`src/sv/sha1md_pkg.sv`:
```
// ----------------------------------------------------------------------------
// SHA-1 digest core package
// Shared widths, constants and the sequencer state type of the digest core.
// ----------------------------------------------------------------------------
package sha1md_pkg;

  localparam int BYTE_W = 8;
  localparam int LEN_W  = 5;

  localparam logic [31:0] H0_INIT = 32'h67452301;
  localparam logic [31:0] H1_INIT = 32'hEFCDAB89;
  localparam logic [31:0] H2_INIT = 32'h98BADCFE;
  localparam logic [31:0] H3_INIT = 32'h10325476;
  localparam logic [31:0] H4_INIT = 32'hC3D2E1F0;

  localparam logic [31:0] K_CH  = 32'h5A827999;
  localparam logic [31:0] K_PA1 = 32'h6ED9EBA1;
  localparam logic [31:0] K_MAJ = 32'h8F1BBCDC;
  localparam logic [31:0] K_PA2 = 32'hCA62C1D6;

  localparam logic [6:0] ROUND_20   = 7'd20;
  localparam logic [6:0] ROUND_40   = 7'd40;
  localparam logic [6:0] ROUND_60   = 7'd60;
  localparam logic [6:0] ROUND_LAST = 7'd79;

  localparam logic [5:0] POS_LEN  = 6'd56;
  localparam logic [5:0] POS_LAST = 6'd63;

  localparam logic [BYTE_W-1:0] PAD_MARK     = 8'h80;
  localparam logic [LEN_W-1:0]  DIGEST_BYTES = 5'd20;

  typedef enum logic [4:0] {
    ST_IDLE  = 5'b00001,
    ST_ROUND = 5'b00010,
    ST_ADD   = 5'b00100,
    ST_PAD   = 5'b01000,
    ST_EMIT  = 5'b10000
  } state_t;

endpackage

```
`src/sv/sha1md_feed_if.sv`:
```
// ----------------------------------------------------------------------------
// SHA-1 message channel
// Carries one message byte per word, with its presence and end-of-message flags.
// ----------------------------------------------------------------------------
interface sha1md_feed_if;
  logic                          valid;
  logic                          ready;
  logic [sha1md_pkg::BYTE_W-1:0] data_byte;
  logic                          has_byte;
  logic                          last_byte;

  modport source (output valid, data_byte, has_byte, last_byte, input ready);
  modport sink (input valid, data_byte, has_byte, last_byte, output ready);
endinterface

```
`src/sv/sha1md_result_if.sv`:
```
// ----------------------------------------------------------------------------
// SHA-1 digest channel
// Carries one digest byte per word, flagged on the final byte of a digest.
// ----------------------------------------------------------------------------
interface sha1md_result_if;
  logic                          valid;
  logic                          ready;
  logic [sha1md_pkg::BYTE_W-1:0] digest_byte;
  logic                          last_of_digest;

  modport source (output valid, digest_byte, last_of_digest, input ready);
  modport sink (input valid, digest_byte, last_of_digest, output ready);
endinterface

```
`src/sv/sha1_message_digest_core.sv`:
```
// ----------------------------------------------------------------------------
// SHA-1 message digest core
// Byte-serial SHA-1 with one shared round unit and a one-hot sequencer.
// ----------------------------------------------------------------------------
// The feed channel takes one message byte per word. A word with has_byte low
// carries no byte; a word with last_byte high ends the message. The result
// channel then gives the leading digest_length bytes of the digest (values
// above 20 act as 20), the last one flagged by last_of_digest.
// Bytes are taken at one per cycle while a block fills. The byte that
// completes a 64-byte block starts a compression (80 rounds of the single
// round unit plus one chaining-word addition; the working words are loaded
// as that byte is stored), during which feed.ready is low.
// At the end of a message the padding goes in at one byte per cycle (up to
// 72 bytes) with one or two compressions, after which the digest bytes leave
// at one per cycle through an output register while the receiver takes them.
// The feed side is accepted whilst an earlier digest byte still waits in the
// output register; a stalled receiver holds the digest emission only.
// Reset loads the standard initial chaining words, clears the bit count, sets
// digest_length to 20. The block buffer is not cleared. digest_length must be
// written through cfg_we/cfg_wdata only while the core is idle (not enforced).
// ----------------------------------------------------------------------------
module sha1_message_digest_core (
  input  logic                         clk,
  input  logic                         rst,
  input  logic                         cfg_we,
  input  logic [sha1md_pkg::LEN_W-1:0] cfg_wdata,
  sha1md_feed_if.sink                  feed,
  sha1md_result_if.source              result
);
  import sha1md_pkg::*;

  state_t                state;
  logic [31:0]           h0, h1, h2, h3, h4;
  logic [31:0]           a, b, c, d, e;
  logic [511:0]          msg;
  logic [63:0]           bit_count;
  logic [63:0]           msg_len;
  logic [6:0]            rnd;
  logic [LEN_W-1:0]      digest_length;
  logic [LEN_W-1:0]      emit_idx;
  logic                  finishing;
  logic                  mark_done;
  logic                  len_phase;
  logic                  out_valid;
  logic [BYTE_W-1:0]     out_byte;
  logic                  out_last;

  logic                  feed_fire;
  logic [5:0]            pos;
  logic [63:0]           bit_count_next;
  logic [BYTE_W-1:0]     len_byte;
  logic [BYTE_W-1:0]     pad_byte;
  logic                  put_en;
  logic [BYTE_W-1:0]     put_val;
  logic [31:0]           f_val;
  logic [31:0]           k_val;
  logic [31:0]           t_val;
  logic [31:0]           w_mix;
  logic [31:0]           w_new;
  logic [LEN_W-1:0]      n_bytes;
  logic                  out_free;
  logic [159:0]          digest_vec;
  logic [BYTE_W-1:0]     dig_bytes [DIGEST_BYTES];

  assign feed.ready            = (state == ST_IDLE);
  assign feed_fire             = feed.valid && feed.ready;
  assign result.valid          = out_valid;
  assign result.digest_byte    = out_byte;
  assign result.last_of_digest = out_last;

  assign pos            = bit_count[8:3];
  assign bit_count_next = bit_count + 64'd8;
  assign len_byte       = BYTE_W'(msg_len >> {~pos[2:0], 3'b000});
  assign n_bytes        = (digest_length > DIGEST_BYTES) ? DIGEST_BYTES : digest_length;
  assign out_free       = !out_valid || result.ready;
  assign digest_vec     = {h0, h1, h2, h3, h4};

  for (genvar gi = 0; gi < DIGEST_BYTES; gi++) begin : g_dig
    assign dig_bytes[gi] = digest_vec[159 - 8 * gi -: 8];
  end

  always_comb begin
    if (!mark_done) begin
      pad_byte = PAD_MARK;
    end else if (len_phase || pos == POS_LEN) begin
      pad_byte = len_byte;
    end else begin
      pad_byte = '0;
    end
    put_en  = (feed_fire && feed.has_byte) || (state == ST_PAD);
    put_val = (state == ST_PAD) ? pad_byte : feed.data_byte;
  end

  always_comb begin
    if (rnd < ROUND_20) begin
      f_val = (b & c) | (~b & d);
      k_val = K_CH;
    end else if (rnd < ROUND_40) begin
      f_val = b ^ c ^ d;
      k_val = K_PA1;
    end else if (rnd < ROUND_60) begin
      f_val = (b & c) | (b & d) | (c & d);
      k_val = K_MAJ;
    end else begin
      f_val = b ^ c ^ d;
      k_val = K_PA2;
    end
    t_val = {a[26:0], a[31:27]} + f_val + e + k_val + msg[511:480];
    w_mix = msg[95:64] ^ msg[255:224] ^ msg[447:416] ^ msg[511:480];
    w_new = {w_mix[30:0], w_mix[31]};
  end

  always_ff @(posedge clk) begin
    if (rst) begin
      state         <= ST_IDLE;
      h0            <= H0_INIT;
      h1            <= H1_INIT;
      h2            <= H2_INIT;
      h3            <= H3_INIT;
      h4            <= H4_INIT;
      bit_count     <= '0;
      digest_length <= DIGEST_BYTES;
      finishing     <= 1'b0;
      mark_done     <= 1'b0;
      len_phase     <= 1'b0;
      out_valid     <= 1'b0;
      rnd           <= '0;
      emit_idx      <= '0;
    end else begin
      if (cfg_we) begin
        digest_length <= cfg_wdata;
      end
      if (out_valid && result.ready && state != ST_EMIT) begin
        out_valid <= 1'b0;
      end
      if (put_en) begin
        msg       <= {msg[503:0], put_val};
        bit_count <= bit_count_next;
        if (pos == POS_LAST) begin
          a   <= h0;
          b   <= h1;
          c   <= h2;
          d   <= h3;
          e   <= h4;
          rnd <= '0;
        end
      end
      unique case (state)
        ST_IDLE: begin
          if (feed_fire) begin
            if (feed.last_byte) begin
              finishing <= 1'b1;
              mark_done <= 1'b0;
              len_phase <= 1'b0;
              msg_len   <= feed.has_byte ? bit_count_next : bit_count;
            end
            if (feed.has_byte && pos == POS_LAST) begin
              state <= ST_ROUND;
            end else if (feed.last_byte) begin
              state <= ST_PAD;
            end
          end
        end
        ST_PAD: begin
          mark_done <= 1'b1;
          if (mark_done && pos == POS_LEN) begin
            len_phase <= 1'b1;
          end
          if (pos == POS_LAST) begin
            state <= ST_ROUND;
          end
        end
        ST_ROUND: begin
          a   <= t_val;
          b   <= a;
          c   <= {b[1:0], b[31:2]};
          d   <= c;
          e   <= d;
          msg <= {msg[479:0], w_new};
          rnd <= rnd + 7'd1;
          if (rnd == ROUND_LAST) begin
            state <= ST_ADD;
          end
        end
        ST_ADD: begin
          if (len_phase && n_bytes == '0) begin
            h0        <= H0_INIT;
            h1        <= H1_INIT;
            h2        <= H2_INIT;
            h3        <= H3_INIT;
            h4        <= H4_INIT;
            bit_count <= '0;
            finishing <= 1'b0;
            len_phase <= 1'b0;
            state     <= ST_IDLE;
          end else begin
            h0 <= h0 + a;
            h1 <= h1 + b;
            h2 <= h2 + c;
            h3 <= h3 + d;
            h4 <= h4 + e;
            if (len_phase) begin
              emit_idx <= '0;
              state    <= ST_EMIT;
            end else if (finishing) begin
              state <= ST_PAD;
            end else begin
              state <= ST_IDLE;
            end
          end
        end
        ST_EMIT: begin
          if (out_free) begin
            out_valid <= 1'b1;
            out_byte  <= dig_bytes[emit_idx];
            out_last  <= (emit_idx == n_bytes - LEN_W'(1));
            emit_idx  <= emit_idx + LEN_W'(1);
            if (emit_idx == n_bytes - LEN_W'(1)) begin
              h0        <= H0_INIT;
              h1        <= H1_INIT;
              h2        <= H2_INIT;
              h3        <= H3_INIT;
              h4        <= H4_INIT;
              bit_count <= '0;
              finishing <= 1'b0;
              len_phase <= 1'b0;
              state     <= ST_IDLE;
            end
          end
        end
        default: begin
          state <= ST_IDLE;
        end
      endcase
    end
  end

  a_round_range: assert property (@(posedge clk) disable iff (rst)
    (state == ST_ROUND) |-> (rnd <= ROUND_LAST))
    else $error("Round counter ran past the final round.");

  a_add_after_rounds: assert property (@(posedge clk) disable iff (rst)
    (state == ST_ADD) |-> $past(state == ST_ROUND && rnd == ROUND_LAST))
    else $error("Chaining addition entered before all rounds completed.");

  a_emit_range: assert property (@(posedge clk) disable iff (rst)
    (state == ST_EMIT) |-> (emit_idx < n_bytes))
    else $error("Digest byte index beyond the requested length.");

  a_no_feed_busy: assert property (@(posedge clk) disable iff (rst)
    (state == ST_ROUND || state == ST_PAD) |-> !feed.ready)
    else $error("Feed channel ready during compression or padding.");

endmodule
```
`src/flat_wrapper.sv`:
```
// flat-port wrapper written by rule: the top's interface ports become plain ports
module sha1_message_digest_core_flat import sha1md_pkg::*;
  (clk, rst, cfg_we, cfg_wdata, feed_valid, feed_data_byte, feed_has_byte, feed_last_byte, feed_ready, result_valid, result_digest_byte, result_last_of_digest, result_ready);
  sha1md_feed_if feed_i ();
  sha1md_result_if result_i ();
  input  logic clk;
  input  logic rst;
  input  logic cfg_we;
  input  logic [sha1md_pkg::LEN_W-1:0] cfg_wdata;
  input wire logic [$bits(feed_i.valid)-1:0] feed_valid;
  input wire logic [$bits(feed_i.data_byte)-1:0] feed_data_byte;
  input wire logic [$bits(feed_i.has_byte)-1:0] feed_has_byte;
  input wire logic [$bits(feed_i.last_byte)-1:0] feed_last_byte;
  output wire logic [$bits(feed_i.ready)-1:0] feed_ready;
  output wire logic [$bits(result_i.valid)-1:0] result_valid;
  output wire logic [$bits(result_i.digest_byte)-1:0] result_digest_byte;
  output wire logic [$bits(result_i.last_of_digest)-1:0] result_last_of_digest;
  input wire logic [$bits(result_i.ready)-1:0] result_ready;
  assign feed_i.valid = feed_valid;
  assign feed_i.data_byte = feed_data_byte;
  assign feed_i.has_byte = feed_has_byte;
  assign feed_i.last_byte = feed_last_byte;
  assign feed_ready = feed_i.ready;
  assign result_valid = result_i.valid;
  assign result_digest_byte = result_i.digest_byte;
  assign result_last_of_digest = result_i.last_of_digest;
  assign result_i.ready = result_ready;
  sha1_message_digest_core u_core (.clk(clk), .rst(rst), .cfg_we(cfg_we), .cfg_wdata(cfg_wdata), .feed(feed_i), .result(result_i));
endmodule
```
`config.mk`:
```
export PLATFORM = sky130hd
export DESIGN_NAME = sha1_message_digest_core_flat
export DESIGN_NICKNAME = d
export VERILOG_FILES = /design/src/sv/sha1md_pkg.sv /design/src/sv/sha1md_feed_if.sv /design/src/sv/sha1md_result_if.sv /design/src/sv/sha1_message_digest_core.sv /design/src/flat_wrapper.sv
export SDC_FILE = /design/constraint.sdc
export NUM_CORES = 2
export LEC_CHECK = 0
export BUFFER_PORTS_ARGS = -buffer_cell sky130_fd_sc_hd__buf_2
export CORE_MARGIN = 3
export CORE_UTILIZATION = 50
export CTS_BUF_LIST = sky130_fd_sc_hd__clkbuf_2 sky130_fd_sc_hd__clkbuf_4 sky130_fd_sc_hd__clkbuf_8
export CTS_CLUSTER_DIAMETER = 60
export DETAILED_ROUTE_END_ITERATION = 6
export HOLD_SLACK_MARGIN = 0.02
export PLACE_DENSITY = 0.65
export SETUP_SLACK_MARGIN = 0.05
export SYNTH_ARGS = -nofsm -noshare
export SYNTH_HDL_FRONTEND = slang
export SYNTH_SLANG_ARGS = --single-unit
```
`constraint.sdc`:
```
create_clock -name clk -period 40.9 [get_ports clk]
set_input_delay 10.225 -clock clk [delete_from_list [all_inputs] [get_ports clk]]
set_output_delay 10.225 -clock clk [all_outputs]
set_load 0.02 [all_outputs]
```
==> impl_metrics.csv <==
group,metric,value,unit
timing,finalSetupViolations,0,
cts,clock_latency,0.89,ns
setup_path,critPathRequiredTime,41.38,ns
timing,min_period,14.28,ns
logic_synthesis,synth-edff-count,742,
floorplan,dieHeight,341.1,um
cts,hold_buffers,0,
layout,final_area,61150,sq um
timing,max_slew_margin,22.03,%
placed_design,gp_congestion,0.9337,
logic_synthesis,synth_compound_area_share,9.567,%
timing,tightestPinTransition,1.170,ns
global_routing,grt_pass1_vias,40606,
floorplan,start_util,50.54,%
layout,nFillCells,10077,
logic_synthesis,synth.mux.area_fraction,2.870,%
timing,fin_crit_sh,34.92,%
logic_synthesis,synth_fa_ha_area_share,9.455,%
layout,fin_cells,7527,
logic_synthesis,netlist_area,56160,sq um
logic_synthesis,synth_area_leaders,"edfxtp_1 40%, nand2_1 13%, dfxtp_1 8.8%",
power,ir_drop,0.03919,mV
timing,fmax,70.02,MHz
run_status,status,"complete, no violations",
timing,clock_skew,0.03966,ns
setup_path,critPathCaptureType,"flop",
global_routing,track_usage,26.01,%
hold_path,holdPathStages,2,
setup_path,crit_arrival,14.77,ns
route,first_pass_iters,6,
placed_design,postPlaceCellArea,57610,sq um
layout,area_growth,8.896,%
logic_synthesis,synth_ff_type,"edfxtp_1",
route,wire_per_inst,20.22,um
power,power,0.002423,W
floorplan,coreArea,111100,sq um
power,leakage,24.80,nW
cts,ctsLongestPathBuffers,3,
logic_synthesis,synthXorXnorAreaFrac,5.864,%
cts,path_clk_slew,0.06,ns
logic_synthesis,yosys.cell_count.top_type,"nand2_1",
route,ant_nets,0,
cts,cts-resized-gates,0,
cts,htreeDepth,4,
global_routing,grt_pass1_wl,235300,um
logic_synthesis,synth_nets,6282,
placed_design,dpl.hpwl,105300,um
timing,hold_viol_final,0,
hold_path,hold_class,"flop to flop",
floorplan,die_area,116400,sq um
logic_synthesis,synth_commonest_cells,"2006 x nand2_1, 742 x edfxtp_1, 334 x nor2_1, 259 x xnor2_1, 247 x dfxtp_1",
logic_synthesis,synth-seq-cells,989,
logic_synthesis,synth_seq_area_share,48.48,%
cts,cts_buffers,170,
setup_path,crit_type,"input pin to flop",
layout,nNetsFinal,6261,
setup_path,rr_worst_depth,25,
route,drtIter0Drc,4042,
run,drv_cap,0,
timing,fin_tns_setup,0,ns
global_routing,antenna_found_initial,6,
global_routing,grt_overflow,0,
route,avgViaCountPerCell,5.639,
setup_path,critPathLaunchType,"input pin",
placed_design,place_inst,7207,
cts,clkSinkCount,989,
logic_synthesis,synth.distinct_cells,87,
cts,post-cts-setup-buffer-count,0,
global_routing,grt_max_degree,239,
setup_path,cp_max_fo,182,
cts,cts_tree,"done",
floorplan,io_pins,31,
logic_synthesis,yosys.area.top_type_share,39.68,%
logic_synthesis,avgSynthCellArea,9.499,sq um
logic_synthesis,synthArstFlopShare,0,%
timing,drv_slew,0,
floorplan,die-width,341.1,um
timing,rsz0062_at_grt,"false",
placed_design,port-buffer-count,30,
logic_synthesis,synth_cells,5912,
layout,drive_above_1_share,7.839,%
power,p_per_area,39.63,nW/um^2
floorplan,rows,122,
logic_synthesis,yosys.area_share.simple,20.44,%
cts,clock-root-buffer,"clkbuf_8",
logic_synthesis,ys.warnings.count,0,
route,vias,42447,
logic_synthesis,yosys.area.top_type,"edfxtp_1",
route,drcViolationCount,0,
route,finalWirelength,152200,um
logic_synthesis,synth_top_family_by_area,"simple AND/OR/NAND/NOR gates",
path summary, 6_finish.rpt:
check,slack (ns),startpoint,to
max reg2reg,32.75,u_core.rnd[4],u_core.a[31]
max,26.62,feed_has_byte,u_core.msg[30]
min,0.48,u_core.finishing,u_core.finishing
min reg2reg,0.48,u_core.finishing,u_core.finishing
power by group:
part	switching [W]	total, W	internal (W)
Clock	0.000429	0.000947	0.000517
Combinational	0.000171	0.000270	0.0000994
Sequential	0.0000413	0.00121	0.00117
cell families (layout without fill, tap and decap cells):
logic type	Yosys count	in the layout
AO/OA/AOI/OAI	838	838
XOR/XNOR	376	376
adder cells (fa/ha/maj)	350	350
buffers and inverters	489	611
flip-flops	989	989
multiplexers	84	84
other	0	5
AND/OR/NAND/NOR	2786	2786
per-layer routing:
metal / global-route usage, % / routed length (um)
met1: 36.70 / 67180
met2: 40.24 / 68170
met3: 4.208 / 10860
met4: 10.33 / 5982
met5: 0 / 7
cell usage in the layout, fill, tap and decap left out, types with 39 or more instances in the layout:
master    instances
a21o_1           98
o22ai_1          39
nand3_1          92
ha_1            226
o21bai_1         40
clkbuf_4         61
o21ai_0         189
nor2b_1          52
inv_1           220
nor2_1          329
nand2_1        2006
xor2_1          117
fa_1            124
nand2b_1         54
buf_4            42
mux4_2           61
dfxtp_1         245
nor3_1           80
a21oi_1         214
edfxtp_1        742
xnor2_1         259
clkbuf_8        184
state kept, by name, summed over array words and instances, names as in the netlist:
| register | cells |
|---|---|
| u_core.finishing | 1 |
| u_core.h1 | 32 |
| u_core.h3 | 32 |
| u_core.rnd | 7 |
| u_core.e | 32 |
| u_core.d | 32 |
| u_core.h4 | 32 |
| u_core.msg_len | 61 |
| u_core.a | 32 |
| u_core.result.last_of_digest | 1 |
| u_core.result.digest_byte | 8 |
| u_core.digest_length | 5 |
| u_core.state | 5 |
| u_core.h0 | 32 |
| u_core.emit_idx | 5 |
| u_core.mark_done | 1 |
| u_core.msg | 512 |
| u_core.b | 32 |
| u_core.result.valid | 1 |
| u_core.h2 | 32 |
| u_core.c | 32 |
| u_core.bit_count | 61 |
| u_core.len_phase | 1 |
worst max-delay path: stages:
cell and delay (ns):
buf_2 0.54, a31oi_1 0.15, buf_4 0.25, a21oi_4 0.61, buf_4 0.90, buf_12 0.61
buf_4 0.94
through the flow:
step | hold slack (ns) | util (%) | setup slack [ns]
CTS | 0.4808 | 55.02 | 26.77
global placement | 0.4644 | 51.84 | 25.78
detailed placement | 0.4721 | 51.84 | 25.81
global route | 0.5228 | 55.03 | 26.37
finish | 0.4836 | 55.03 | 26.62
floorplan | 0.4357 | - | 3.942
final cells by class:
| class | instances | area, sq um | area share [%] |
|---|---|---|---|
| Clock buffer | 245 | 2990 | 4.890 |
| Tap cell | 1488 | 1862 | 3.044 |
| Timing Repair Buffer | 75 | 540.5 | 0.8839 |
| Inverter | 221 | 829.5 | 1.356 |
| Sequential cell | 989 | 27230 | 44.52 |
| Clock inverter | 70 | 545.5 | 0.8920 |
| Multi-Input combinational cell | 4434 | 27150 | 44.39 |
| Antenna cell | 5 | 12.51 | 0.02046 |
Note: power is estimated with default switching activity, not from simulation.
